`config.mk`:
```
export PLATFORM = sky130hd
export DESIGN_NAME = wildcard_glob_matcher
export DESIGN_NICKNAME = d
export VERILOG_FILES = /design/src/gm_pkg.sv /design/src/gm_cell.sv /design/src/wildcard_glob_matcher.sv
export SDC_FILE = /design/constraint.sdc
export NUM_CORES = 1
export LEC_CHECK = 0
export ABC_AREA = 1
export ABC_CLOCK_PERIOD_IN_PS = 12300
export BUFFER_PORTS_ARGS = -buffer_cell sky130_fd_sc_hd__buf_2
export CAP_MARGIN = 20
export CORE_MARGIN = 4
export CORE_UTILIZATION = 33
export CTS_CLUSTER_DIAMETER = 100
export DETAILED_ROUTE_END_ITERATION = 8
export HOLD_SLACK_MARGIN = 0.03
export MAX_ROUTING_LAYER = met4
export PLACE_DENSITY = 0.55
export SLEW_MARGIN = 0
export SYNTH_ARGS = -nofsm -noshare
export SYNTH_HDL_FRONTEND = slang
export SYNTH_SLANG_ARGS = --single-unit
```
`constraint.sdc`:
```
create_clock -name clk_i -period 12.3 [get_ports clk_i]
set_input_delay 0.615 -clock clk_i [delete_from_list [all_inputs] [get_ports clk_i]]
set_output_delay 0.615 -clock clk_i [all_outputs]
set_load 0.02 [all_outputs]
```
`src/gm_pkg.sv`:
```
// Shared types and constants of the wildcard glob matcher.
// Used by gm_cell and wildcard_glob_matcher; depends on nothing.

package gm_pkg;

  localparam int MAX_PATTERN = 32;

  localparam logic [7:0] SYM_STAR = 8'd42;
  localparam logic [7:0] SYM_ANY  = 8'd63;

  localparam logic CMD_PATTERN = 1'b0;
  localparam logic CMD_TEXT    = 1'b1;

  localparam logic KIND_LOAD = 1'b0;
  localparam logic KIND_TEXT = 1'b1;

  typedef enum logic [1:0] {
    ROW_HOLD  = 2'd0,
    ROW_CLEAR = 2'd1,
    ROW_ADV   = 2'd2,
    ROW_ARM   = 2'd3
  } row_op_e;

  typedef struct packed {
    logic       wr;
    logic [7:0] symbol;
    row_op_e    op;
  } cell_ctrl_t;

endpackage

```
`src/gm_cell.sv`:
```
// One pattern position of the matcher: its pattern byte and its match bit.
// Takes the chain bits of its left neighbor and hands its own to the right.
// Depends on gm_pkg.

module gm_cell #(
  parameter int CntW = 6,
  parameter int Idx  = 1
) (
  input  logic               clk_i,
  input  logic               rst_ni,
  input  gm_pkg::cell_ctrl_t ctrl_i,
  input  logic [CntW-1:0]    base_i,
  input  logic [CntW-1:0]    count_i,
  input  logic               adv_prev_i,
  input  logic               row_prev_i,
  input  logic               arm_prev_i,
  output logic               adv_o,
  output logic               arm_o,
  output logic               row_o
);

  logic [7:0] sym_q;
  logic [7:0] sym_eff;
  logic       wr_here;
  logic       active;
  logic       is_star;
  logic       hit;
  logic       row_q;
  logic       row_d;

  assign wr_here = ctrl_i.wr && (base_i == CntW'(Idx - 1));
  assign sym_eff = wr_here ? ctrl_i.symbol : sym_q;
  assign active  = count_i >= CntW'(Idx);
  assign is_star = sym_eff == gm_pkg::SYM_STAR;
  assign hit     = (sym_eff == gm_pkg::SYM_ANY) || (sym_eff == ctrl_i.symbol);

  assign adv_o = active & (is_star ? (adv_prev_i | row_q) : (hit & row_prev_i));
  assign arm_o = active & is_star & arm_prev_i;
  assign row_o = row_q;

  always_comb begin
    unique case (ctrl_i.op)
      gm_pkg::ROW_HOLD:  row_d = row_q;
      gm_pkg::ROW_CLEAR: row_d = 1'b0;
      gm_pkg::ROW_ADV:   row_d = adv_o;
      gm_pkg::ROW_ARM:   row_d = arm_o;
      default:           row_d = row_q;
    endcase
  end

  always_ff @(posedge clk_i) begin
    if (wr_here) begin
      sym_q <= ctrl_i.symbol;
    end
  end

  always_ff @(posedge clk_i or negedge rst_ni) begin
    if (!rst_ni) begin
      row_q <= 1'b0;
    end else begin
      row_q <= row_d;
    end
  end

endmodule

```
`src/wildcard_glob_matcher.sv`:
```
// Top level of the wildcard glob matcher: control, row of pattern cells, result register.
// Depends on gm_pkg and gm_cell.
//
//   channel  direction  handshake              payload
//   in       input      in_valid_i/in_ready_o   cmd_i, symbol_i, last_i
//   out      output     out_valid_o/out_ready_i kind_o, match_o, status_o, text_end_o
//
// The match row of all cells updates in the accepting cycle,
// with the star run rippling through the cells, and the verdict is registered.
// A new word is taken while a result waits, as long as that result leaves in the same cycle.
// A word that yields no result is simply absorbed.
// After reset the pattern is empty and the row holds only position zero.

module wildcard_glob_matcher #(
  parameter int MaxPattern = gm_pkg::MAX_PATTERN
) (
  input  logic       clk_i,
  input  logic       rst_ni,
  input  logic       in_valid_i,
  output logic       in_ready_o,
  input  logic       cmd_i,
  input  logic [7:0] symbol_i,
  input  logic       last_i,
  output logic       out_valid_o,
  input  logic       out_ready_i,
  output logic       kind_o,
  output logic       match_o,
  output logic       status_o,
  output logic       text_end_o
);

  localparam int CntW = $clog2(MaxPattern + 1);

  logic                 accept;
  logic                 is_text;
  logic [CntW-1:0]      count_q, count_d, base;
  logic                 open_q, open_d;
  logic                 ovf_q, ovf_d;
  logic                 row0_q, row0_d;
  logic                 room;
  gm_pkg::cell_ctrl_t   ctrl;
  logic [MaxPattern:0]  adv_vec, arm_vec, row_vec;
  logic                 res_valid, res_kind, res_match, res_status, res_end;
  logic                 out_valid_q, kind_q, match_q, status_q, end_q;

  assign in_ready_o = !out_valid_q || out_ready_i;
  assign accept     = in_valid_i && in_ready_o;
  assign is_text    = cmd_i == gm_pkg::CMD_TEXT;
  assign base       = open_q ? count_q : '0;
  assign room       = base < CntW'(MaxPattern);

  always_comb begin
    count_d       = count_q;
    open_d        = open_q;
    ovf_d         = ovf_q;
    row0_d        = row0_q;
    ctrl.wr       = 1'b0;
    ctrl.symbol   = symbol_i;
    ctrl.op       = gm_pkg::ROW_HOLD;
    if (accept) begin
      if (is_text) begin
        open_d  = 1'b0;
        ctrl.op = last_i ? gm_pkg::ROW_ARM : gm_pkg::ROW_ADV;
        row0_d  = last_i;
      end else begin
        ctrl.wr = room;
        count_d = room ? base + CntW'(1) : base;
        ovf_d   = (open_q & ovf_q) | !room;
        open_d  = !last_i;
        if (last_i) begin
          ctrl.op = gm_pkg::ROW_ARM;
          row0_d  = 1'b1;
        end else if (!open_q) begin
          ctrl.op = gm_pkg::ROW_CLEAR;
          row0_d  = 1'b1;
        end
      end
    end
  end

  assign adv_vec[0] = 1'b0;
  assign arm_vec[0] = 1'b1;
  assign row_vec[0] = row0_q;

  for (genvar k = 1; k <= MaxPattern; k++) begin : g_cell
    gm_cell #(
      .CntW(CntW),
      .Idx (k)
    ) u_cell (
      .clk_i     (clk_i),
      .rst_ni    (rst_ni),
      .ctrl_i    (ctrl),
      .base_i    (base),
      .count_i   (count_d),
      .adv_prev_i(adv_vec[k-1]),
      .row_prev_i(row_vec[k-1]),
      .arm_prev_i(arm_vec[k-1]),
      .adv_o     (adv_vec[k]),
      .arm_o     (arm_vec[k]),
      .row_o     (row_vec[k])
    );
  end

  always_comb begin
    res_valid  = 1'b0;
    res_kind   = gm_pkg::KIND_TEXT;
    res_match  = adv_vec[count_q];
    res_status = ovf_q;
    res_end    = last_i;
    if (accept) begin
      if (is_text) begin
        res_valid = 1'b1;
      end else begin
        res_valid  = last_i;
        res_kind   = gm_pkg::KIND_LOAD;
        res_match  = arm_vec[count_d];
        res_status = ovf_d;
        res_end    = 1'b0;
      end
    end
  end

  always_ff @(posedge clk_i or negedge rst_ni) begin
    if (!rst_ni) begin
      count_q     <= '0;
      open_q      <= 1'b0;
      ovf_q       <= 1'b0;
      row0_q      <= 1'b1;
      out_valid_q <= 1'b0;
    end else begin
      count_q <= count_d;
      open_q  <= open_d;
      ovf_q   <= ovf_d;
      row0_q  <= row0_d;
      if (accept) begin
        out_valid_q <= res_valid;
      end else if (out_ready_i) begin
        out_valid_q <= 1'b0;
      end
    end
  end

  always_ff @(posedge clk_i) begin
    if (accept && res_valid) begin
      kind_q   <= res_kind;
      match_q  <= res_match;
      status_q <= res_status;
      end_q    <= res_end;
    end
  end

  assign out_valid_o = out_valid_q;
  assign kind_o      = kind_q;
  assign match_o     = match_q;
  assign status_o    = status_q;
  assign text_end_o  = end_q;

endmodule

```
==> flow_summary.yaml, run 1 <==
setup_path:
  cp.arrival_ns: 8.40
  cp_max_fo: 29
  required_ns: 12.59
  cp-start-kind: "flip-flop"
  r2r-end: "match_o"
  crit_top_cell: "nand2_2"
  critPathTopFamily: "simple AND/OR/NAND/NOR gates"
  rrSetupSlack_ns: 4.19
  critPathMaxStageDelay_ns: 0.70
  reg2reg_depth: 78
  slowest_stage: "dfrtp_1"
  crit_type: "flip-flop to flip-flop"
  cp.buffers_inverters: 1
  crit_path_end_kind: "flip-flop"
  reg2reg_from: "count_q[0]"
sta:
  final-setup-viol-count: 0
  fmax_ghz: 0.123
  tns_ns: 0
  worst_pin_slew_ns: 1.08
  slew_headroom: 0.278
  fin_ws_ns: 4.19
  min_period_ns: 8.11
  finalCritPeriodShare: 0.659
  hold_viol: 0
  drv_slew: 0
  rsz0062_at_grt: "false"
  whs_ns: 0.170
  finClkSkew_ns: 0.0171
detailed_routing:
  detail_route.wl_per_cell_um: 18.9
  drcViolationCount: 0
  via_per_inst: 5.49
  highest_layer: "met4"
  drt_wl_total_um: 64200
  first_pass_iters: 6
  via_count: 18600
  ant_nets: 0
  drtIter0Drc: 1770
  dr_wl_met3_um: 4870
  met2_length_um: 28400
  met1Wirelength_um: 28000
floorplan:
  io_pins: 20
  dieWidth_um: 241
  core_um2: 53700
  std_cell_rows: 85
  die_y_um: 241
  die_area_um2: 57900
  start_util: 0.333
global_routing:
  grt_pass1_wl_um: 99300
  grt_max_degree: 44
  grt-ovfl-total: 0
  grt_pass1_vias: 17600
  grt_usage: 0.224
  antenna_found_initial: 0
layout:
  nNetsFinal: 2688
  mostFrequentLayoutCell: "nand2_1"
  fin_area_um2: 19800
  diodes: 0
  syn2layout_area_growth_pct: 10.8
  post_route_cells_drive_above_1_share: 0.117
  largest_register: "g_cell.u_cell.sym_q"
  final_util: 0.369
  finalNonFillerCells: 3396
  final_cell_mix: "nand2_1, inv_1, nor2_1, dfxtp_1, o21ai_0"
  largest_reg_flops: 256
synthesis:
  synth.distinct_cells: 60
  synth-edff-count: 4
  synth_seq_cells: 302
  synth_nets: 2715
  synth.cell_area_um2: 17900
  synthArstFlopShare: 0.139
  syn_inst: 2698
  yosys_most_used_dff: "dfxtp_1"
  seq_area_frac_synth: 0.352
  yosysWarnings: 0
  synth.avg_cell_area_um2: 6.62
power_and_ir_drop:
  pwr-share-seq: 0.381
  p_switching_mw: 1.00
  pwr-share-comb: 0.228
  p_int_mw: 1.99
  ir_drop_mv: 0.0798
  power_density_nw_per_um2: 151
  power.total_mw: 2.99
  sw_frac_of_total: 0.335
  clkPwrFrac: 0.391
  power.static_leakage_nw: 8.99
status:
  outcome: "finished clean"
placed_design:
  place_inst: 3327
  place_area_um2: 18500
  dp_hpwl_um: 44100
  place_ws_ns: 4.36
  io_buffer_count: 19
  gp_congestion: 1.00
run:
  maxCapViolCount: 0
min_path:
  hp-class: "input port to asynchronous set/reset pin"
cts:
  clk_latency_ns: 0.57
  clock_path_buffers: 3
  cts_hold_buf: 0
  cts_resized: 0
  cts.sinks: 302
  postCtsSetupBuffers: 0
  htree_levels: 2
  path_clk_slew_ns: 0.06
  numCtsBuffers: 37
  cts-root-buf: "clkbuf_16"
  cts_tree: "built"
## synthesized netlist by cell type, types with 2 or more instances
library cell	instances	share of area
a2111oi_0	2	0.00098
a211oi_1	3	0.0013
a21oi_1	130	0.036
a221oi_1	7	0.0034
a22oi_1	2	0.00084
a31oi_1	6	0.0021
buf_1	13	0.0027
buf_2	7	0.0020
buf_4	5	0.0021
buf_6	13	0.0082
clkbuf_1	74	0.016
clkinv_1	8	0.0017
dfrtp_1	41	0.057
dfxtp_1	256	0.29
edfxtp_1	4	0.0067
ha_1	3	0.0021
inv_1	330	0.069
inv_2	4	0.00084
nand2_1	575	0.12
nand2_2	51	0.018
nand2_4	2	0.0013
nand3_1	127	0.036
nand3b_1	7	0.0029
nand4_1	95	0.033
nor2_1	263	0.055
nor2_2	7	0.0025
nor2_4	3	0.0019
nor3_1	44	0.012
nor3_2	2	0.0011
nor3b_1	5	0.0021
nor4_1	48	0.017
o2111ai_1	40	0.020
o211ai_1	14	0.0059
o21a_1	2	0.00084
o21ai_0	252	0.071
o21ai_1	28	0.0078
o21bai_1	3	0.0013
o221ai_1	38	0.019
o22ai_1	21	0.0074
o32ai_1	3	0.0015
o41ai_1	11	0.0054
or2_2	125	0.044
or4_1	2	0.00084
xor2_1	6	0.0029
## worst register-to-register path: cells and delay by family, from the launching register on
family                     cells  cell delay (ns)
buffers and inverters          1             0.16
adders and majority gates      1             0.30
and+or+nand+nor               74             6.19
DFF                            1             0.70
AOI/OAI and AO/OA              2             0.43
## kinds of logic after synthesis
group	Yosys count	synth area share
AO/OA/AOI/OAI	571	0.188
XOR/XNOR	6	0.00294
buffers and inverters	454	0.102
AND/OR/NAND/NOR	1362	0.352
flip-flops	302	0.352
adder cells (fa/ha/maj)	3	0.00210
## power groups by stage
stage / combinational [mW] / clock (mW) / sequential [mW]
2_1_floorplan: 0.483 / 0 / 1.14
3_3_place_gp: 0.667 / 0 / 1.16
3_5_place_dp: 0.670 / 0 / 1.16
4_1_cts: 0.673 / 1.20 / 1.14
5_1_grt: 0.757 / 1.24 / 1.15
6_report: 0.683 / 1.17 / 1.14
## routing by layer
layer  GRT usage  vias to the layer above
li1            -                     9032
met2       0.344                      778
met1       0.290                     8662
met4      0.0922                        0
met5           -                        -
met3      0.0434                      172
## cell type report
| type | count | area, µm² |
|---|---|---|
| fill | 5642 | 33900 |
| sequential | 302 | 6300 |
| clock buffer | 55 | 1150 |
| multi-input combinational | 1942 | 9750 |
| inverter | 342 | 1280 |
| tap | 696 | 871 |
| clock inverter | 13 | 150 |
| timing repair buffer | 46 | 298 |
## worst max-delay path by stage
| stage | start | endpoint | slack (ns) | depth (start not counted) |
|---|---|---|---|---|
| after floorplan | out_ready_i | match_o | 6.18 | 80 |
| after global placement | count_q[0] | match_o | 4.56 | 78 |
| after detailed placement | count_q[0] | match_o | 4.36 | 78 |
| after CTS | count_q[0] | match_o | 4.32 | 78 |
| after global routing | count_q[0] | match_o | 3.32 | 76 |
| final | count_q[0] | match_o | 4.19 | 78 |
(Power assumes the default switching activity.)
==> run 2, diff against run 1 <==
--- a/config.mk
+++ b/config.mk
@@ -6,7 +6,7 @@
 export NUM_CORES = 1
 export LEC_CHECK = 0
 export ABC_AREA = 1
-export ABC_CLOCK_PERIOD_IN_PS = 12300
+export ABC_CLOCK_PERIOD_IN_PS = 6900
 export BUFFER_PORTS_ARGS = -buffer_cell sky130_fd_sc_hd__buf_2
 export CAP_MARGIN = 20
 export CORE_MARGIN = 4
@@ -15,7 +15,7 @@
 export DETAILED_ROUTE_END_ITERATION = 8
 export HOLD_SLACK_MARGIN = 0.03
 export MAX_ROUTING_LAYER = met4
-export PLACE_DENSITY = 0.55
+export PLACE_DENSITY = 0.57
 export SLEW_MARGIN = 0
 export SYNTH_ARGS = -nofsm -noshare
 export SYNTH_HDL_FRONTEND = slang
==> constraint.sdc (replaced) <==
create_clock -name clk_i -period 6.9 [get_ports clk_i]
set_input_delay 0.345 -clock clk_i [delete_from_list [all_inputs] [get_ports clk_i]]
set_output_delay 0.345 -clock clk_i [all_outputs]
set_load 0.02 [all_outputs]
==> run 2 against run 1 <==
Effect of this change: clock skew rose by 0.0098 ns; final cell count rose by 4.0%; clock-buffer cell count rose by 5; register-to-register slack got worse by 3.9 ns; combinational power rose by 120%; largest power group unchanged; design area rose by 8.4%; maximum frequency rose by 22%; clock power rose by 76%.
==> flow_summary.yaml, run 2 (same netlist as run 1, synthesis figures left out) <==
sta:
  slew_headroom: 0.267
  tns_ns: 0
  finalCritPeriodShare: 0.964
  rsz0062_at_grt: "true"
  fmax_ghz: 0.150
  hold_viol: 0
  final-setup-viol-count: 0
  finClkSkew_ns: 0.0270
  min_period_ns: 6.65
  worst_pin_slew_ns: 1.10
  drv_slew: 0
  whs_ns: 0.110
placed_design:
  dp_hpwl_um: 46400
  io_buffer_count: 19
  place_area_um2: 19100
  gp_congestion: 1.02
setup_path:
  crit_start: "open_q"
  reg2reg_from: "open_q"
  cp-start-kind: "flip-flop"
  crit_top_cell: "nand2_2"
  rrSetupSlack_ns: 0.25
  critPathMaxStageDelay_ns: 0.48
  r2r-end: "match_o"
  cp.arrival_ns: 6.95
  required_ns: 7.20
  cp_max_fo: 5
  reg2reg_depth: 78
  slowest_stage: "dfrtp_2"
  crit_type: "flip-flop to flip-flop"
  crit_path_end_kind: "flip-flop"
power_and_ir_drop:
  power_density_nw_per_um2: 261
  ir_drop_mv: 0.188
  power.static_leakage_nw: 9.81
floorplan:
  die_area_um2: 57900
  start_util: 0.333
  io_pins: 20
  die_y_um: 241
  dieWidth_um: 241
  core_um2: 53700
  std_cell_rows: 85
global_routing:
  grt_pass1_wl_um: 99700
  grt_usage: 0.225
  grt_max_degree: 44
  grt-ovfl-total: 0
  grt_pass1_vias: 17800
  antenna_found_initial: 0
layout:
  final_cell_mix: "nand2_1, inv_1, dfxtp_1, nor2_1, o21ai_0"
  nNetsFinal: 2824
  fillers: 5526
  largest_reg_flops: 256
  mostFrequentLayoutCell: "nand2_1"
  largest_register: "g_cell.u_cell.sym_q"
  fin_area_um2: 21500
  final_util: 0.399
  diodes: 0
  post_route_cells_drive_above_1_share: 0.193
  syn2layout_area_growth_pct: 20.0
cts:
  clock_path_buffers: 3
  cts_tree: "built"
  clk_latency_ns: 0.56
  numCtsBuffers: 38
  path_clk_slew_ns: 0.06
  htree_levels: 2
  cts-root-buf: "clkbuf_16"
  cts.sinks: 302
detailed_routing:
  drt_wl_total_um: 66500
  drcViolationCount: 0
  detail_route.wl_per_cell_um: 18.8
  via_per_inst: 5.50
  via_count: 19400
  drtIter0Drc: 1607
  ant_nets: 0
  first_pass_iters: 6
min_path:
  hp-start: "symbol_i[6]"
  whs_endpoint: "g_cell[2].u_cell.sym_q[6]"
  hp-class: "input port to flip-flop"
  holdPathStages: 3
status:
  outcome: "finished clean"
run:
  maxCapViolCount: 0
[run 2: critical path: cells and delay by family (launching register included)]
| family | cells | cell delay [ns] |
|---|---|---|
| AND/OR/NAND/NOR | 73 | 5.40 |
| flip-flops | 1 | 0.48 |
| AO/OA/AOI/OAI | 2 | 0.10 |
| buffers and inverters | 3 | 0.35 |
[run 2: layout make-up]
cell class	count	area, µm²	area share
clock inverters	9	70.1	0.00327
repair buffers	179	1430	0.0667
well taps	696	871	0.0406
flip-flops and latches	302	6300	0.294
multi-input cells	1944	10300	0.479
clock buffers	60	1220	0.0569
inverters	342	1290	0.0600
[run 2: per-layer routing]
metal / up-vias / global-route usage / wire (µm)
met5: - / - / 0
met4: 0 / 0.0890 / 2860
met3: 185 / 0.0325 / 4860
met2: 832 / 0.355 / 30100
met1: 9112 / 0.292 / 28700
li1: 9296 / - / -
[run 2: worst max-delay path by stage]
stage / cells after the start / slack [ns] / endpoint
4_1_cts: 35 / 0.005 / match_o
2_1_floorplan: 79 / 0.91 / match_o
5_1_grt: 78 / -0.26 / match_o
6_report: 78 / 0.25 / match_o
3_5_place_dp: 71 / -0.03 / match_o
3_3_place_gp: 35 / 0.09 / match_o
[run 2: through the flow]
stage | power [mW] | cells | setup slack, ns
CTS | 5.45 | 3481 | 0.00501
global placement | 3.35 | 3411 | 0.0864
finish | 5.61 | 3532 | 0.248
global route | 5.88 | 3532 | -0.256
floorplan | 2.89 | 2698 | 0.910
detailed placement | 3.37 | 3411 | -0.0251
[run 2: report_power, final]
part	internal (mW)	switching, mW	total (mW)	leakage [nW]
Clock	1.25	0.808	2.06	0.643
Combinational	0.527	1.00	1.53	6.50
Sequential	1.93	0.0845	2.02	2.67
[run 2: what timing repair did]
action / in CTS / in global routing
hold endpoints to repair: 41 / 0
gates resized for setup: 1 / 160
hold buffers: 1 / 0
setup endpoints to repair: 1 / 7
gates cloned: 0 / 5
pin swaps: 0 / 51
setup buffers: 0 / 46
==> run 3, diff against run 2 <==
--- a/config.mk
+++ b/config.mk
@@ -5,7 +5,6 @@
 export SDC_FILE = /design/constraint.sdc
 export NUM_CORES = 1
 export LEC_CHECK = 0
-export ABC_AREA = 1
 export ABC_CLOCK_PERIOD_IN_PS = 6900
 export BUFFER_PORTS_ARGS = -buffer_cell sky130_fd_sc_hd__buf_2
 export CAP_MARGIN = 20
==> run 3 against run 2 <==
Effect of this change: clock skew down 0.0086 ns; worst hold slack worse by 0.022 ns; highest routed layer unchanged; largest cell class unchanged; critical endpoint unchanged; critical path type unchanged; design area is 2.7% lower.
==> flow_summary.yaml, run 3 <==
synthesis:
  synth.area.top_cells: "dfxtp_1, mux2_2, xnor2_1, dfrtp_1, xor2_1"
  synth_top_family_by_area: "simple AND/OR/NAND/NOR gates"
  synth.avg_cell_area_um2: 9.01
  synth.distinct_cells: 111
  synth.most_common_cell: "dfxtp_1"
  synth_seq_cells: 302
  yosysWarnings: 0
  syn_inst: 2080
  synth.cell_area_um2: 18700
  synthSimpleGateAreaFrac: 0.211
  synth.area.mux_share: 0.153
  synth-xor-area-share: 0.120
  synthAdderAreaFrac: 0.00200
  synth_top_area_share: 0.274
  seq_area_frac_synth: 0.336
  synth_compound_area_frac: 0.135
  synth.largest_area_cell: "dfxtp_1"
  synth_nets: 2097
  yosys_most_used_dff: "dfxtp_1"
  synthArstFlopShare: 0.139
  synthTopCellsByCount: "dfxtp_1, mux2_2, nand2_1"
  synth-edff-count: 4
cts:
  cts_tree: "built"
  clock_path_buffers: 3
  postCtsSetupBuffers: 0
  numCtsBuffers: 37
  cts_resized: 0
  cts_hold_buf: 1
  cts-root-buf: "clkbuf_16"
  clk_latency_ns: 0.55
  path_clk_slew_ns: 0.06
  cts.sinks: 302
  htree_levels: 2
detailed_routing:
  ant_nets: 0
  detail_route.wl_per_cell_um: 23.2
  first_pass_iters: 6
  drt_wl_total_um: 66200
  via_per_inst: 5.74
  via_count: 16400
  drtIter0Drc: 1488
  drcViolationCount: 0
placed_design:
  gp_congestion: 1.04
  dp_hpwl_um: 47900
  io_buffer_count: 19
  place_area_um2: 19700
global_routing:
  grt_pass1_wl_um: 99900
  grt_usage: 0.219
  grt-ovfl-total: 0
  grt_pass1_vias: 16100
  antenna_found_initial: 1
  grt_max_degree: 43
power_and_ir_drop:
  power_density_nw_per_um2: 262
  power.static_leakage_nw: 8.29
  pwr-share-seq: 0.412
  sw_frac_of_total: 0.328
  p_switching_mw: 1.79
  pwr-share-comb: 0.240
  ir_drop_mv: 0.131
  clkPwrFrac: 0.348
  p_int_mw: 3.67
  power.total_mw: 5.47
layout:
  post_route_cells_drive_above_1_share: 0.205
  largest_reg_flops: 256
  diodes: 0
  final_cell_mix: "dfxtp_1, mux2_2, nand2_1, xnor2_1, nor2_1"
  nNetsFinal: 2096
  mostFrequentLayoutCell: "dfxtp_1"
  largest_register: "g_cell.u_cell.sym_q"
  syn2layout_area_growth_pct: 11.4
  fin_area_um2: 20900
sta:
  finalCritPeriodShare: 0.900
  worst_pin_slew_ns: 1.05
  slew_headroom: 0.301
  rsz0062_at_grt: "false"
  fmax_ghz: 0.161
  hold_viol: 0
  drv_slew: 0
  min_period_ns: 6.21
  finClkSkew_ns: 0.0183
  final-setup-viol-count: 0
  tns_ns: 0
setup_path:
  path_cells: "buf_4, nand2_1, inv_1, ha_1, a21boi_0, nand4_1, buf_4, nor4b_1, o21ai_0, a21oi_1, o31ai_1, o31ai_2, a2111oi_1, or3_1, nand2_1, a311oi_1, a31oi_1, nand2_1, a211oi_1, or3_1"
  crit_path_end_kind: "flip-flop"
  crit_cells: 20
  slowest_stage: "a311oi_1"
  crit_start: "open_q"
  crit_type: "flip-flop to flip-flop"
  critPathMaxStageDelay_ns: 0.58
  crit_top_cell: "nand2_1"
  cp-start-kind: "flip-flop"
  cp.buffers_inverters: 3
  reg2reg_from: "open_q"
  cp.arrival_ns: 6.50
  cp_max_fo: 28
  rrSetupSlack_ns: 0.69
  r2r-end: "match_o"
  reg2reg_depth: 20
  required_ns: 7.19
  critPathTopFamily: "compound AO/OA/AOI/OAI gates"
  critPathCapture: "match_o"
floorplan:
  std_cell_rows: 87
  core_um2: 56300
  die_y_um: 246
  die_area_um2: 60600
  io_pins: 20
  dieWidth_um: 246
  start_util: 0.333
min_path:
  hp-class: "input port to flip-flop"
run:
  maxCapViolCount: 0
status:
  outcome: "finished clean"
[run 3: changes by cell type after synthesis, moves of 40 or more]
cell     previous run  this run
xor2_1              6        87
or2_2             125         8
a21oi_1           130        71
nand3_1           127        63
nor2_1            263       103
buf_2               7        49
o21ai_0           252        71
and3_1              0        40
nand2_1           575       185
xnor2_1             0       169
mux2_2              0       221
nand2_2            51         2
inv_1             330        50
[run 3: area by class of cell]
type,instances,area [µm²]
Clock buffer,54,1090
Sequential cell,302,6300
Inverter,57,216
Timing Repair Buffer,87,628
Multi-Input combinational cell,1594,11600
Tap cell,756,946
Fill cell,5651,35400
Clock inverter,7,67.6
[run 3: worst register-to-register path, stage by stage, from the launching register on]
cell	delay, ns
dfrtp_1	0.34
buf_4	0.34
nand2_1	0.15
inv_1	0.11
ha_1	0.44
a21boi_0	0.52
nand4_1	0.28
buf_4	0.27
nor4b_1	0.16
o21ai_0	0.55
a21oi_1	0.27
o31ai_1	0.17
o31ai_2	0.17
a2111oi_1	0.48
or3_1	0.31
nand2_1	0.16
a311oi_1	0.58
a31oi_1	0.08
nand2_1	0.09
a211oi_1	0.10
or3_1	0.38
[run 3: how the worst min path moves through the flow]
stage | startpoint | to | slack (ns) | cells after the start
finish | last_i | row0_q | 0.09 | 2
global route | last_i | row0_q | 0.1 | 2
CTS | last_i | row0_q | 0.07 | 2
detailed placement | g_cell[23].u_cell.sym_q[5] | g_cell[23].u_cell.sym_q[5] | 0.47 | 2
global placement | g_cell[23].u_cell.sym_q[3] | g_cell[23].u_cell.sym_q[3] | 0.46 | 2
floorplan | rst_ni | count_q[0] | 0.05 | 0
[run 3: power by group through the flow]
stage | registers, mW | clock network (mW) | logic (mW)
floorplan | 2.21 | 0 | 0.952
global placement | 2.27 | 0 | 1.26
global route | 2.29 | 2.01 | 1.40
finish | 2.25 | 1.90 | 1.31
detailed placement | 2.28 | 0 | 1.28
CTS | 2.25 | 1.95 | 1.29
[run 3: cells by family after synthesis]
| family | count (synthesis) |
|---|---|
| xor+xnor | 256 |
| compound gates | 357 |
| simple gates | 720 |
| buf+inv | 184 |
| flops | 302 |
| fa+ha+maj | 3 |
| mux | 258 |
[run 3: routing by layer]
layer / wire [µm] / GRT usage / share of wire
met1: 29800 / 0.288 / 0.45
met2: 29600 / 0.339 / 0.45
met3: 4590 / 0.0422 / 0.069
met4: 2170 / 0.0714 / 0.033
met5: 0 / - / 0
[run 3: metrics by stage]
step,setup slack (ns),cells,hold slack [ns],utilization
floorplan,1.87,2080,0.0494,-
global placement,1.03,2795,0.458,0.350
detailed placement,0.957,2795,0.469,0.350
CTS,0.930,2857,0.0661,0.371
global route,0.490,2857,0.0962,0.371
finish,0.691,2857,0.0882,0.371
